`config.mk`:
```
export PLATFORM = sky130hd
export DESIGN_NAME = spectrum_band_peak_log_history_unit
export DESIGN_NICKNAME = d
export VERILOG_FILES = /design/src/hw/rtl/sbplh_pkg.sv /design/src/hw/rtl/sbplh_band_track.sv /design/src/hw/rtl/sbplh_log_pipe.sv /design/src/hw/rtl/sbplh_hist_mem.sv /design/src/hw/rtl/spectrum_band_peak_log_history_unit.sv
export VERILOG_INCLUDE_DIRS = /design/src /design/src/hw/rtl
export SDC_FILE = /design/constraint.sdc
export NUM_CORES = 2
export LEC_CHECK = 0
export BUFFER_PORTS_ARGS = -buffer_cell sky130_fd_sc_hd__buf_2
export CAP_MARGIN = 20
export CORE_ASPECT_RATIO = 2
export CORE_MARGIN = 4
export CORE_UTILIZATION = 50
export CTS_CLUSTER_SIZE = 20
export DETAILED_ROUTE_END_ITERATION = 12
export PLACE_DENSITY = 0.75
export SLEW_MARGIN = 0
export SYNTH_ARGS = -nofsm -noshare
export SYNTH_HDL_FRONTEND = slang
export SYNTH_SLANG_ARGS = --single-unit
```
`constraint.sdc`:
```
create_clock -name clock -period 37.4 [get_ports clock]
set_input_delay 11.22 -clock clock [delete_from_list [all_inputs] [get_ports clock]]
set_output_delay 11.22 -clock clock [all_outputs]
set_load 0.005 [all_outputs]
```
`src/hw/rtl/assert_macros.svh`:
```
// ----------------------------------------------------------------------------
// assert_macros.svh
// Concurrent assertion helpers shared by the RTL files.
// ----------------------------------------------------------------------------
`ifndef ASSERT_MACROS_SVH
`define ASSERT_MACROS_SVH

// Checked at every clock edge outside reset.
`define ASSERT_CLK(label, prop, msg) \
   label: assert property (@(posedge clock) disable iff (reset) prop) else $error(msg);

// Checked at every clock edge, reset included.
`define ASSERT_CLK_NR(label, prop, msg) \
   label: assert property (@(posedge clock) prop) else $error(msg);

`endif

```
`src/hw/rtl/sbplh_pkg.sv`:
```
// ----------------------------------------------------------------------------
// sbplh_pkg
// Shared constants, types and tables of the spectrum band peak unit.
// ----------------------------------------------------------------------------
package sbplh_pkg;

   localparam int BAND_COUNT        = 16;
   localparam int BIN_COUNT         = 256;
   localparam int DEF_HISTORY_DEPTH = 16;
   localparam int BAND_W            = 4;
   localparam int BIN_W             = 8;
   localparam int MAG_W             = 16;
   localparam int HEIGHT_W          = 16;
   localparam int GAIN_W            = 16;
   localparam int AGE_W             = 4;
   localparam int PEAK_SHIFT        = 7;
   localparam int LN2_Q16           = 45426;
   localparam int FRAC_W            = 16;

   localparam logic [GAIN_W-1:0] GAIN_RESET = 16'd4096;
   localparam logic [BIN_W-1:0]  CLOSE_BIN  = BIN_W'(BIN_COUNT - 1);
   localparam logic [BAND_W-1:0] LAST_BAND  = BAND_W'(BAND_COUNT - 1);

   localparam logic [BIN_W-1:0] BAND_EDGE [BAND_COUNT+1] = '{
      8'd0, 8'd1, 8'd2, 8'd3, 8'd5, 8'd7, 8'd10, 8'd14, 8'd20, 8'd28,
      8'd40, 8'd54, 8'd74, 8'd101, 8'd137, 8'd187, 8'd255
   };

   typedef enum logic {
      CMD_PUSH = 1'b0,
      CMD_READ = 1'b1
   } cmd_type;

   typedef struct packed {
      logic              is_rd;
      logic [BAND_W-1:0] band;
      logic              done;
      logic [MAG_W-1:0]  peak;
   } item_type;

   // log2 fraction of a normalized 9-bit value, indexed by the bits below the top one
   typedef logic [FRAC_W-1:0] frac_tbl_type [256];

   function automatic frac_tbl_type build_frac_tbl();
      frac_tbl_type t;
      logic [63:0]  x;
      logic [FRAC_W-1:0] f;
      for (int m = 0; m < 256; m++) begin
         x = 64'(256 + m) << 22;
         f = '0;
         for (int i = FRAC_W - 1; i >= 0; i--) begin
            x = (x * x) >> 30;
            if (x >= 64'h0000_0000_8000_0000) begin
               x    = x >> 1;
               f[i] = 1'b1;
            end
         end
         t[m] = f;
      end
      return t;
   endfunction

   localparam frac_tbl_type LOG2_FRAC_TBL = build_frac_tbl();

endpackage

```
`src/hw/rtl/sbplh_band_track.sv`:
```
// ----------------------------------------------------------------------------
// sbplh_band_track
// Band lookup, running peak and history row tracking for each accepted item.
// ----------------------------------------------------------------------------
module sbplh_band_track #(
   parameter int HISTORY_DEPTH = sbplh_pkg::DEF_HISTORY_DEPTH
) (
   input  logic                                        clock,
   input  logic                                        reset,
   input  logic                                        accept,
   input  logic                                        cmd,
   input  logic [sbplh_pkg::BIN_W-1:0]                 bin_index,
   input  logic [sbplh_pkg::MAG_W-1:0]                 bin_magnitude,
   input  logic [sbplh_pkg::AGE_W-1:0]                 read_age,
   input  logic [sbplh_pkg::BAND_W-1:0]                read_band,
   output logic                                        item_valid,
   output sbplh_pkg::item_type                         item,
   output logic [$clog2(HISTORY_DEPTH*sbplh_pkg::BAND_COUNT)-1:0] item_addr
);
   import sbplh_pkg::*;

   localparam int RowW  = (HISTORY_DEPTH > 1) ? $clog2(HISTORY_DEPTH) : 1;
   localparam int AddrW = $clog2(HISTORY_DEPTH * BAND_COUNT);

   typedef logic [RowW-1:0] age_tbl_type [16];

   function automatic age_tbl_type build_age_tbl();
      age_tbl_type t;
      for (int a = 0; a < 16; a++) begin
         t[a] = RowW'(a % HISTORY_DEPTH);
      end
      return t;
   endfunction

   localparam age_tbl_type AGE_MOD = build_age_tbl();

   logic [MAG_W-1:0]  peak_ff, peak_in;
   logic [BAND_W-1:0] cur_band_ff, cur_band_in;
   logic [RowW-1:0]   write_row_ff, write_row_in;

   logic [BAND_W-1:0] band_w;
   logic              is_read;
   logic              is_close;
   logic              is_first;
   logic              is_last;
   logic [MAG_W-1:0]  peak_new;
   logic [RowW-1:0]   age_mod;
   logic [RowW:0]     rd_sum;
   logic [RowW-1:0]   rd_row;
   logic [RowW-1:0]   row_sel;
   logic [RowW+BAND_W-1:0] addr_full;

   always_comb begin
      band_w = '0;
      for (int i = 0; i < BAND_COUNT; i++) begin
         if (bin_index >= BAND_EDGE[i]) begin
            band_w = BAND_W'(i);
         end
      end
   end

   assign is_read  = (cmd == CMD_READ);
   assign is_close = (bin_index == CLOSE_BIN);
   assign is_first = (bin_index == BAND_EDGE[{1'b0, band_w}]);
   assign is_last  = ({1'b0, bin_index} + 9'd1)
                     == {1'b0, BAND_EDGE[{1'b0, band_w} + 5'd1]};

   always_comb begin
      if (is_first || (band_w != cur_band_ff)) begin
         peak_new = bin_magnitude;
      end else if (bin_magnitude > peak_ff) begin
         peak_new = bin_magnitude;
      end else begin
         peak_new = peak_ff;
      end
   end

   // row of age a is (write_row - 1 - a) mod depth
   assign age_mod = AGE_MOD[read_age];
   assign rd_sum  = (RowW+1)'(write_row_ff) + (RowW+1)'(HISTORY_DEPTH - 1)
                    - (RowW+1)'(age_mod);
   assign rd_row  = (rd_sum >= (RowW+1)'(HISTORY_DEPTH))
                    ? RowW'(rd_sum - (RowW+1)'(HISTORY_DEPTH)) : rd_sum[RowW-1:0];

   assign item_valid  = is_read || (!is_close && is_last);
   assign item.is_rd  = is_read;
   assign item.band   = is_read ? read_band : band_w;
   assign item.done   = !is_read && is_last && (band_w == LAST_BAND);
   assign item.peak   = peak_new;

   assign row_sel   = is_read ? rd_row : write_row_ff;
   assign addr_full = {row_sel, item.band};
   assign item_addr = addr_full[AddrW-1:0];

   always_comb begin
      peak_in      = peak_ff;
      cur_band_in  = cur_band_ff;
      write_row_in = write_row_ff;
      if (accept && !is_read) begin
         if (is_close) begin
            peak_in     = '0;
            cur_band_in = '0;
         end else begin
            peak_in     = peak_new;
            cur_band_in = band_w;
            if (item.done) begin
               write_row_in = (write_row_ff == RowW'(HISTORY_DEPTH - 1))
                              ? '0 : write_row_ff + 1'b1;
            end
         end
      end
   end

   always_ff @(posedge clock) begin
      if (reset) begin
         peak_ff      <= '0;
         cur_band_ff  <= '0;
         write_row_ff <= '0;
      end else begin
         peak_ff      <= peak_in;
         cur_band_ff  <= cur_band_in;
         write_row_ff <= write_row_in;
      end
   end

endmodule

```
`src/hw/rtl/sbplh_log_pipe.sv`:
```
// ----------------------------------------------------------------------------
// sbplh_log_pipe
// Three-stage log height pipeline: log2 lookup, ln scaling, gain multiply.
// ----------------------------------------------------------------------------
`include "assert_macros.svh"

module sbplh_log_pipe #(
   parameter int AddrW = 8
) (
   input  logic                           clock,
   input  logic                           reset,
   input  logic [sbplh_pkg::GAIN_W-1:0]   gain_scale,
   input  logic                           in_valid,
   input  sbplh_pkg::item_type            in_item,
   input  logic [AddrW-1:0]               in_addr,
   output logic                           in_ready,
   input  logic                           out_ready,
   output logic                           s3_valid,
   output sbplh_pkg::item_type            s3_item,
   output logic [AddrW-1:0]               s3_addr,
   output logic [sbplh_pkg::HEIGHT_W-1:0] s3_height
);
   import sbplh_pkg::*;

   localparam int PW   = MAG_W - PEAK_SHIFT;
   localparam int L2_W = BAND_W + FRAC_W;

   logic            s1_valid_ff, s1_valid_in;
   item_type        s1_item_ff;
   logic [AddrW-1:0] s1_addr_ff;

   logic            s2_valid_ff, s2_valid_in;
   item_type        s2_item_ff;
   logic [AddrW-1:0] s2_addr_ff;
   logic [L2_W-1:0] s2_l2_ff, s2_l2_in;

   logic            s3_valid_ff, s3_valid_in;
   item_type        s3_item_ff;
   logic [AddrW-1:0] s3_addr_ff;
   logic [HEIGHT_W-1:0] s3_ln_ff, s3_ln_in;

   logic en1, en2, en3;

   logic [PW-1:0]     p_w;
   logic [BAND_W-1:0] k_w;
   logic [PW-1:0]     norm_w;
   logic [35:0]       ln_prod;
   logic [32:0]       h_prod;

   assign en3 = !s3_valid_ff || out_ready;
   assign en2 = !s2_valid_ff || en3;
   assign en1 = !s1_valid_ff || en2;
   assign in_ready = en1;

   assign s1_valid_in = en1 ? in_valid    : s1_valid_ff;
   assign s2_valid_in = en2 ? s1_valid_ff : s2_valid_ff;
   assign s3_valid_in = en3 ? s2_valid_ff : s3_valid_ff;

   // log2 of the shifted peak: top bit index and table fraction
   assign p_w = s1_item_ff.peak[MAG_W-1:PEAK_SHIFT];

   always_comb begin
      k_w = '0;
      for (int i = 0; i < PW; i++) begin
         if (p_w[i]) begin
            k_w = BAND_W'(i);
         end
      end
   end

   assign norm_w   = p_w << (BAND_W'(PW - 1) - k_w);
   assign s2_l2_in = {k_w, LOG2_FRAC_TBL[norm_w[PW-2:0]]};

   // ln in Q3.13
   assign ln_prod  = 36'(s2_l2_ff) * 36'(LN2_Q16) + 36'(1 << 18);
   assign s3_ln_in = ln_prod[34:19];

   // gain in Q4.12, rounded to Q8.8
   assign h_prod    = 33'(s3_ln_ff) * 33'(gain_scale) + 33'(1 << 16);
   assign s3_height = h_prod[32:17];

   assign s3_valid = s3_valid_ff;
   assign s3_item  = s3_item_ff;
   assign s3_addr  = s3_addr_ff;

   always_ff @(posedge clock) begin
      if (reset) begin
         s1_valid_ff <= 1'b0;
         s2_valid_ff <= 1'b0;
         s3_valid_ff <= 1'b0;
      end else begin
         s1_valid_ff <= s1_valid_in;
         s2_valid_ff <= s2_valid_in;
         s3_valid_ff <= s3_valid_in;
      end
   end

   always_ff @(posedge clock) begin
      if (en1) begin
         s1_item_ff <= in_item;
         s1_addr_ff <= in_addr;
      end
      if (en2) begin
         s2_item_ff <= s1_item_ff;
         s2_addr_ff <= s1_addr_ff;
         s2_l2_ff   <= s2_l2_in;
      end
      if (en3) begin
         s3_item_ff <= s2_item_ff;
         s3_addr_ff <= s2_addr_ff;
         s3_ln_ff   <= s3_ln_in;
      end
   end

   `ASSERT_CLK(a_s3_hold, s3_valid_ff && !out_ready |=> s3_valid_ff && $stable(s3_addr_ff), "stalled item left stage three")
   `ASSERT_CLK(a_s2_hold, s2_valid_ff && !en3 |=> s2_valid_ff && $stable(s2_l2_ff), "stalled item left stage two")

endmodule

```
`src/hw/rtl/sbplh_hist_mem.sv`:
```
// ----------------------------------------------------------------------------
// sbplh_hist_mem
// Waterfall history memory, one port, registered read, zero sweep after reset.
// ----------------------------------------------------------------------------
`include "assert_macros.svh"

module sbplh_hist_mem #(
   parameter int HISTORY_DEPTH = sbplh_pkg::DEF_HISTORY_DEPTH
) (
   input  logic                           clock,
   input  logic                           reset,
   input  logic                           mem_we,
   input  logic                           mem_re,
   input  logic [$clog2(HISTORY_DEPTH*sbplh_pkg::BAND_COUNT)-1:0] mem_addr,
   input  logic [sbplh_pkg::HEIGHT_W-1:0] mem_wdata,
   output logic [sbplh_pkg::HEIGHT_W-1:0] mem_rdata,
   output logic                           clr_busy
);
   import sbplh_pkg::*;

   localparam int Depth = HISTORY_DEPTH * BAND_COUNT;
   localparam int AddrW = $clog2(Depth);

   logic [HEIGHT_W-1:0] mem [Depth];
   logic [HEIGHT_W-1:0] rdata_ff;
   logic                clr_busy_ff, clr_busy_in;
   logic [AddrW-1:0]    clr_addr_ff, clr_addr_in;

   always_comb begin
      clr_busy_in = clr_busy_ff;
      clr_addr_in = clr_addr_ff;
      if (clr_busy_ff) begin
         if (clr_addr_ff == AddrW'(Depth - 1)) begin
            clr_busy_in = 1'b0;
         end else begin
            clr_addr_in = clr_addr_ff + 1'b1;
         end
      end
   end

   always_ff @(posedge clock) begin
      if (reset) begin
         clr_busy_ff <= 1'b1;
         clr_addr_ff <= '0;
      end else begin
         clr_busy_ff <= clr_busy_in;
         clr_addr_ff <= clr_addr_in;
      end
   end

   always_ff @(posedge clock) begin
      if (clr_busy_ff) begin
         mem[clr_addr_ff] <= '0;
      end else if (mem_we) begin
         mem[mem_addr] <= mem_wdata;
      end
   end

   always_ff @(posedge clock) begin
      if (mem_re) begin
         rdata_ff <= mem[mem_addr];
      end
   end

   assign mem_rdata = rdata_ff;
   assign clr_busy  = clr_busy_ff;

   `ASSERT_CLK(a_no_access_clr, clr_busy_ff |-> !(mem_we || mem_re), "memory access during clear sweep")
   `ASSERT_CLK(a_clr_once, !clr_busy_ff |=> !clr_busy_ff, "clear sweep restarted without reset")
   `ASSERT_CLK_NR(a_clr_after_reset, reset |=> clr_busy_ff && (clr_addr_ff == '0), "reset did not start sweep")

endmodule

```
`src/hw/rtl/spectrum_band_peak_log_history_unit.sv`:
```
// ----------------------------------------------------------------------------
// spectrum_band_peak_log_history_unit
// An accepted item passes stages s1, s2, s3 and the output register to rsp_*.
// Throughput: one item per cycle while rsp_ready holds and no clear sweep runs,
// set by the three-stage log pipeline and the single history memory port that a
// write or a read uses in the last stage. Reset: peak, band and row state clear
// at once; then all HISTORY_DEPTH*16 words (256 by default) are zeroed, req_ready low.
// ----------------------------------------------------------------------------
`include "assert_macros.svh"

module spectrum_band_peak_log_history_unit #(
   parameter int HISTORY_DEPTH = sbplh_pkg::DEF_HISTORY_DEPTH
) (
   input  logic                           clock,
   input  logic                           reset,
   input  logic                           csr_write_enable,
   input  logic [sbplh_pkg::GAIN_W-1:0]   csr_write_data,
   input  logic                           req_valid,
   output logic                           req_ready,
   input  logic                           req_cmd,
   input  logic [sbplh_pkg::BIN_W-1:0]    req_bin_index,
   input  logic [sbplh_pkg::MAG_W-1:0]    req_bin_magnitude,
   input  logic [sbplh_pkg::AGE_W-1:0]    req_read_age,
   input  logic [sbplh_pkg::BAND_W-1:0]   req_read_band,
   output logic                           rsp_valid,
   input  logic                           rsp_ready,
   output logic                           rsp_is_readback,
   output logic [sbplh_pkg::BAND_W-1:0]   rsp_band,
   output logic [sbplh_pkg::HEIGHT_W-1:0] rsp_height,
   output logic                           rsp_frame_done
);
   import sbplh_pkg::*;

   localparam int AddrW = $clog2(HISTORY_DEPTH * BAND_COUNT);

   logic [GAIN_W-1:0]   gain_ff, gain_in;
   logic                out_valid_ff, out_valid_in;
   item_type            out_item_ff;
   logic [HEIGHT_W-1:0] out_height_ff;

   logic                accept;
   logic                bt_valid;
   item_type            bt_item;
   logic [AddrW-1:0]    bt_addr;
   logic                pipe_ready;
   logic                out_en;
   logic                s3_valid;
   item_type            s3_item;
   logic [AddrW-1:0]    s3_addr;
   logic [HEIGHT_W-1:0] s3_height;
   logic                mem_we;
   logic                mem_re;
   logic [HEIGHT_W-1:0] mem_rdata;
   logic                mem_busy;

   assign req_ready = pipe_ready && !mem_busy;
   assign accept    = req_valid && req_ready;
   assign out_en    = !out_valid_ff || rsp_ready;

   sbplh_band_track #(
      .HISTORY_DEPTH (HISTORY_DEPTH)
   ) u_band_track (
      .clock         (clock),
      .reset         (reset),
      .accept        (accept),
      .cmd           (req_cmd),
      .bin_index     (req_bin_index),
      .bin_magnitude (req_bin_magnitude),
      .read_age      (req_read_age),
      .read_band     (req_read_band),
      .item_valid    (bt_valid),
      .item          (bt_item),
      .item_addr     (bt_addr)
   );

   sbplh_log_pipe #(
      .AddrW (AddrW)
   ) u_log_pipe (
      .clock      (clock),
      .reset      (reset),
      .gain_scale (gain_ff),
      .in_valid   (accept && bt_valid),
      .in_item    (bt_item),
      .in_addr    (bt_addr),
      .in_ready   (pipe_ready),
      .out_ready  (out_en),
      .s3_valid   (s3_valid),
      .s3_item    (s3_item),
      .s3_addr    (s3_addr),
      .s3_height  (s3_height)
   );

   assign mem_we = s3_valid && out_en && !s3_item.is_rd;
   assign mem_re = s3_valid && out_en && s3_item.is_rd;

   sbplh_hist_mem #(
      .HISTORY_DEPTH (HISTORY_DEPTH)
   ) u_hist_mem (
      .clock     (clock),
      .reset     (reset),
      .mem_we    (mem_we),
      .mem_re    (mem_re),
      .mem_addr  (s3_addr),
      .mem_wdata (s3_height),
      .mem_rdata (mem_rdata),
      .clr_busy  (mem_busy)
   );

   assign gain_in      = csr_write_enable ? csr_write_data : gain_ff;
   assign out_valid_in = out_en ? s3_valid : out_valid_ff;

   always_ff @(posedge clock) begin
      if (reset) begin
         gain_ff      <= GAIN_RESET;
         out_valid_ff <= 1'b0;
      end else begin
         gain_ff      <= gain_in;
         out_valid_ff <= out_valid_in;
      end
   end

   always_ff @(posedge clock) begin
      if (out_en) begin
         out_item_ff   <= s3_item;
         out_height_ff <= s3_height;
      end
   end

   assign rsp_valid       = out_valid_ff;
   assign rsp_is_readback = out_item_ff.is_rd;
   assign rsp_band        = out_item_ff.band;
   assign rsp_frame_done  = out_item_ff.done;
   assign rsp_height      = out_item_ff.is_rd ? mem_rdata : out_height_ff;

   `ASSERT_CLK(a_done_band,
               rsp_valid && rsp_frame_done |-> !rsp_is_readback && (rsp_band == LAST_BAND),
               "frame done on wrong item")

endmodule
```
**After elaboration in Yosys (flattened, before gate mapping)**

Memory sizes are Yosys's and may differ from the RTL's. A register that Yosys moved wholly into a read port is not among the register bits.
Index checks and enable logic that the tools add are counted.

- Flip-flop bits (word level): 169
- Bits in writable memories: 4096
- ROM bits: 4672
- Bits of input ports: 54
- Output and inout port bits: 24
- Word-level logic and storage cells: 158
- Memories kept: 5

Memories:

| name | words | width | read ports | clocked after Yosys merged registers in | wr ports | line | source |
|---|---|---|---|---|---|---|---|
| (no name shown) | 256 | 16 | 1 | 1 | 0 | sbplh_log_pipe.sv:72 | `assign s2_l2_in = {k_w, LOG2_FRAC_TBL[norm_w[PW-2:0]]};` |
| u_hist_mem.mem | 256 | 16 | 1 | 1 | 1 | sbplh_hist_mem.sv:24 | `logic [HEIGHT_W-1:0] mem [Depth];` |
| (no name shown) | 32 | 8 | 1 | 0 | 0 | sbplh_band_track.sv:64 | `assign is_first = (bin_index == BAND_EDGE[{1'b0, band_w}]);` |
| (no name shown) | 32 | 8 | 1 | 0 | 0 | sbplh_band_track.sv:66 | `== {1'b0, BAND_EDGE[{1'b0, band_w} + 5'd1]};` |
| (no name shown) | 16 | 4 | 1 | 0 | 0 | sbplh_band_track.sv:79 | `assign age_mod = AGE_MOD[read_age];` |

- Add/subtract/negate cells: 10
- Multiply operators: 2
- $lt $le $gt $ge: 21
- Equality and inequality tests: 7
- Shift operators: 1
- Muxes and demuxes: 50
- Bitwise logic cells: 6
- Reduce and logical (&&, ||, !) cells: 27

Operators by type and width:

| kind | count |
|---|---|
| $mux 16 | 7 |
| $mux 4 | 22 |
| $mux 8 | 5 |
| $add 35x19->35 const B | 1 |
| $mul 20x15->34 const B | 1 |
| $add 32x17->33 const B | 1 |
| $mul 16x16->32 | 1 |
| $eq 8x8->1 const B | 2 |
| $ge 8x2->1 const B | 2 |
| $ge 8x3->1 const B | 2 |
| $ge 8x4->1 const B | 2 |
| $ge 8x5->1 const B | 2 |
| $ge 8x6->1 const B | 2 |
| $ge 8x7->1 const B | 2 |
| $ge 8x8->1 const B | 2 |
| $gt 16x16->1 | 1 |
| $reduce_or 16->1 | 1 |
| $ge 6x6->1 const B | 2 |
| $mux 3 | 4 |
| $ge 5x5->1 const B | 2 |
| $logic_and 1x1->1 | 10 |
| $mux 1 | 10 |
| $add 8x1->9 const B | 1 |
| $eq 9x8->1 | 1 |
| other kinds (23) | 38 |

**Logic depth before layout (Yosys ltp)**

- Depth after elaboration: 25
- Depth in mapped cells: 25

**Modules after synthesis**

Synthesis repeated with hierarchy kept, for this count alone.

- Cell total of the unflattened synthesis: 10325
- Area, all modules: 187243.3 um^2

Modules (own cells, without submodules):

| module | times used | cells each | area an instance (um^2) | seq. area each (um^2) |
|---|---|---|---|---|
| sbplh_hist_mem | 1 | 7405 | 160310.0 | 123658.6 |
| sbplh_log_pipe | 1 | 2393 | 22089.9 | 3813.7 |
| sbplh_band_track | 1 | 426 | 3285.7 | 480.5 |
| spectrum_band_peak_log_history_unit | 1 | 101 | 1557.7 | 1001.0 |

**Least setup slack after synthesis**

Ideal clock, no wire load.

- Path kind: input-to-reg
- Start: input rsp_ready
- End: memory u_hist_mem.mem[0][15] (data pin)
- Library setup time: 2.812 ns
- Arrival: 25.932 ns
- Required time: 34.588 ns
- Path slack: 8.656 ns
- Cell stages on the path: 7
- Path buffers: 2
- Path through: nor2b_1 > inv_1 > nand2_1 > or3_1 > clkbuf_1 > clkbuf_1 > nor4_1

- Word-level cells in the longest chain between the ends: 8

RTL lines:

| item | line | source |
|---|---|---|
| start: declaration | spectrum_band_peak_log_history_unit.sv:26 | `input logic rsp_ready,` |
| $logic_or 1x1->1 | spectrum_band_peak_log_history_unit.sv:58 | `assign out_en = !out_valid_ff \|\| rsp_ready;` |
| $logic_and 1x1->1 (2 in a row) | spectrum_band_peak_log_history_unit.sv:93 | `assign mem_we = s3_valid && out_en && !s3_item.is_rd;` |
| $mux 1 | sbplh_hist_mem.sv:54 | `end else if (mem_we) begin` |
| $mux 1 | sbplh_hist_mem.sv:52 | `if (clr_busy_ff) begin` |
| $mux 1 (not written as such) | sbplh_hist_mem.sv:55 | `mem[mem_addr] <= mem_wdata;` |
| $reduce_or 16->1 (no source line) | -- |  |
| $mux 16 (no source line) | -- |  |
| end: declaration | sbplh_hist_mem.sv:24 |  |

No other way between the ends.

**Worst setup path after layout**

- Start: input rsp_ready
- End: output req_ready

- Word-level cells in the longest chain between the ends: 5

RTL lines:

| item | line | source |
|---|---|---|
| $logic_or 1x1->1 | spectrum_band_peak_log_history_unit.sv:58 |  |
| $logic_or 1x1->1 | sbplh_log_pipe.sv:50 | `assign en3 = !s3_valid_ff \|\| out_ready;` |
| $logic_or 1x1->1 | sbplh_log_pipe.sv:51 | `assign en2 = !s2_valid_ff \|\| en3;` |
| $logic_or 1x1->1 | sbplh_log_pipe.sv:52 | `assign en1 = !s1_valid_ff \|\| en2;` |
| $logic_and 1x1->1 | spectrum_band_peak_log_history_unit.sv:56 | `assign req_ready = pipe_ready && !mem_busy;` |
| end: declaration | spectrum_band_peak_log_history_unit.sv:19 | `output logic req_ready,` |

No other way between the ends.

==> key figures <==
Floorplan
  – Initial core utilization: 0.503
  – Die Y: 863 um
  – Die width: 435 um
  – Core area: between 300000 and 400000 um2
  – IO Pins: between 70 and 80
  – Row count: between 300 and 400
  – Die Area: 376000 um2

Synthesis
  – Ys flop type: edfxtp_1
  – Yosys reg bits: ~4300
  – Synthesis warning total: 0
  – Distinct cells, synth: slightly above 100
  – Avg Inst Size Synth: ~20 um2
  – Syn Std Cell Area: around 180000 um2
  – Cells after Synth: about 9000
  – Syn Nets: approximately 9800
  – Seq/Total Area, Yosys: 0.698
  – Post-synth EDFFs: approximately 4200
  – Share of flip-flops with an asynchronous set or reset: 0

STA
  – Final min period: 23210 ps
  – Fmax: between 40 and 50 MHz
  – WHS: about 420 ps
  – Clock Skew: roughly 79 ps
  – Final Max Slew Viols: 76
  – Sum Neg Setup Slack: 0 ps
  – Unrepaired setup endpoints after global routing: no
  – Setup violators final: 0
  – Max_slew headroom: -0.108
  – Final period utilization: 0.621
  – Final hold vios: 0
  – Worst-Margin Slew: ~1700 ps

Setup path
  – Crit path kind: primary input to output port
  – Largest stage delay on the critical path: 340 ps
  – Crit path buf inv count: 2
  – Req. time, crit path: 26180 ps
  – CP max FO: 5
  – Worst Path Arrival: around 12000 ps
  – Most used cell, CP: buf_2
  – Worst Setup End Kind: output port
  – Worst path top cell family by delay: simple AND/OR/NAND/NOR gates
  – Slowest library cell on the worst path: and4b_1
  – Startpoint Class: primary input
  – Crit-path cells: buf_2, and4b_1, a21oi_1, buf_2

Power and ir drop
  – Sw Share: 0.364
  – P_sw: a little under 6 mW
  – Peak VDD IR: approximately 0.5 mV
  – Power share of the clock group: 0.233
  – Reg power frac: 0.340
  – PD cells: 80.1 nW/um2
  – Leakage power total: 70.0 nW
  – Combinational power share: 0.427
  – Internal power: between 10 and 15 mW

Run status
  – Failing checks: max-slew violations
  – Status: finished with violations

GRT
  – Largest net degree at the start of global routing: ~210
  – GRT Util Overall: 0.262
  – Number of global-route vias before repair: 98023
  – Antenna violations before repair: between 40 and 50
  – First-pass GRT wire length: approximately 700000 um
  – GRT overflow: 0

Detailed routing
  – Final ANT Viol Nets: 0
  – Vias per Instance: approximately 6.5
  – Mean routed wirelength per cell: 34.0 um
  – Total number of vias: roughly 94000
  – Total wire length: 494000 um
  – Initial DRC Count: approximately 12000
  – First-pass detailed-route iteration total: 6
  – DRC Markers: 0

Clocking
  – Cts repair resizes: 0
  – Clock tree buffer depth: 4
  – Number of setup buffers added after CTS: 0
  – Hold Buf Count CTS: 0
  – CTS Buf Count: about 340
  – Clock Sink Count: about 4300
  – CTS tree: yes
  – Reg clk slew, reported paths: about 60 ps
  – Clk_lat worst skew: approximately 1000 ps
  – H-tree Lvls: 5
  – CTS root buffer: clkbuf_16

Place
  – Final HPWL DP: between 300000 and 400000 um
  – GP Congestion: between 0.9 and 1
  – IO Port Bufs: 77

Min path
  – Worst Hold Class: flop to flop

Cells and area
  – Commonest non-fill, non-tap cells in the layout: 4209 x edfxtp_1, 1361 x mux4_2, 466 x inv_1
  – Final #Nets: about 10000
  – Commonest non-fill, non-tap cell in the layout: edfxtp_1
  – Layout cells sized above 1: 0.255
  – Synthesis-to-layout area growth: 10.8%

Run
  – Max-cap viol count: 0
-- per-stage QoR --
step / setup slack [ps] / std cells / total power [mW] / util / cell area, um2
after floorplan: 8660 / 9170 / 10.6 / - / 183000
after global placement: 14170 / 13867 / 12.3 / 0.524 / 190000
after detailed placement: 14190 / 13870 / 12.5 / 0.524 / 190000
after CTS: 14180 / 14496 / 16.3 / 0.556 / 202000
after global routing: 14130 / 14537 / 17.3 / 0.557 / 202000
final: 14190 / 14548 / 16.2 / 0.557 / 202000
-- layer usage --
metal | share of wire | track usage | vias up | wire, um
met4 | 0.092 | 0.198 | 30 | 45500
met3 | 0.073 | 0.0415 | 1447 | 35900
met5 | 0.00039 | 0 | - | 192
li1 | - | - | 37789 | -
met2 | 0.53 | 0.462 | 5208 | 262000
met1 | 0.30 | 0.284 | 49552 | 150000
-- power groups by stage --
stage | Clock (mW) | Combinational (mW) | Sequential, mW
CTS | 3.82 | 6.93 | 5.52
global route | 4.03 | 7.73 | 5.52
detailed placement | 0 | 6.87 | 5.63
floorplan | 0 | 5.02 | 5.56
global placement | 0 | 6.71 | 5.63
finish | 3.78 | 6.92 | 5.52
-- final cells by class --
cell class | instances | area [um2]
antenna | 40 | 100
clock buffer | 398 | 8910
clock inverter | 228 | 2710
fill | 26185 | 161000
inverter | 469 | 1760
multi-input combinational | 3916 | 51700
sequential | 4262 | 127000
tap | 4725 | 5910
timing repair buffer | 510 | 3930
-- path summary, 6_finish.rpt --
check                      startpoint  slack, ps  cells after the start                     end
max reg2reg   u_log_pipe.s3_ln_ff[12]      27140                     25  u_hist_mem.mem[209][3]
min reg2reg  u_log_pipe.s2_addr_ff[4]        420                      0   u_log_pipe.s3_addr[4]
max                         rsp_ready      14190                      4               req_ready
min          u_log_pipe.s2_addr_ff[4]        420                      0   u_log_pipe.s3_addr[4]
-- Yosys cell counts (29+ instances only) --
cell type	count	area (um2)
edfxtp_1	4209	126000
mux4_2	1361	30700
inv_1	467	1750
nor2_1	404	1520
clkbuf_1	369	1390
nand2_1	356	1340
ha_1	300	3750
fa_1	291	5830
a21oi_1	153	766
o21ai_0	122	611
buf_1	120	450
and2_1	116	726
nand3_1	65	325
dfxtp_1	53	1060
o211ai_1	52	390
nor3_1	46	230
xnor2_1	44	385
mux2i_1	31	310
a211oi_1	29	218
xor2_1	29	254
-- registers in the layout (all words and copies together), names as in the netlist, 8 cells and up --
signal,count
u_hist_mem.clr_addr_ff,8
u_log_pipe.s3_addr,8
u_hist_mem.mem_rdata,16
out_height_ff,16
u_log_pipe.s1_addr_ff,8
u_log_pipe.s2_addr_ff,8
gain_ff,16
u_log_pipe.s2_l2_ff,20
u_hist_mem.mem,4096
u_band_track.peak_ff,16
u_log_pipe.s3_ln_ff,16
u_log_pipe.p_w,9
-- logic make-up (layout without fill, tap and decap cells) --
logic type / after synthesis / in the layout / synth area share
AOI/OAI and AO/OA: 689 / 689 / 0.0261
xor gates and xnor gates: 73 / 73 / 0.00350
adders and majority gates: 591 / 591 / 0.0524
buffers and inverters: 992 / 1605 / 0.0208
DFF: 4262 / 4262 / 0.698
muxes: 1415 / 1415 / 0.171
other: 0 / 40 / 0
and+or+nand+nor: 1148 / 1148 / 0.0288
No activity file was read; power rests on OpenSTA's default activity.
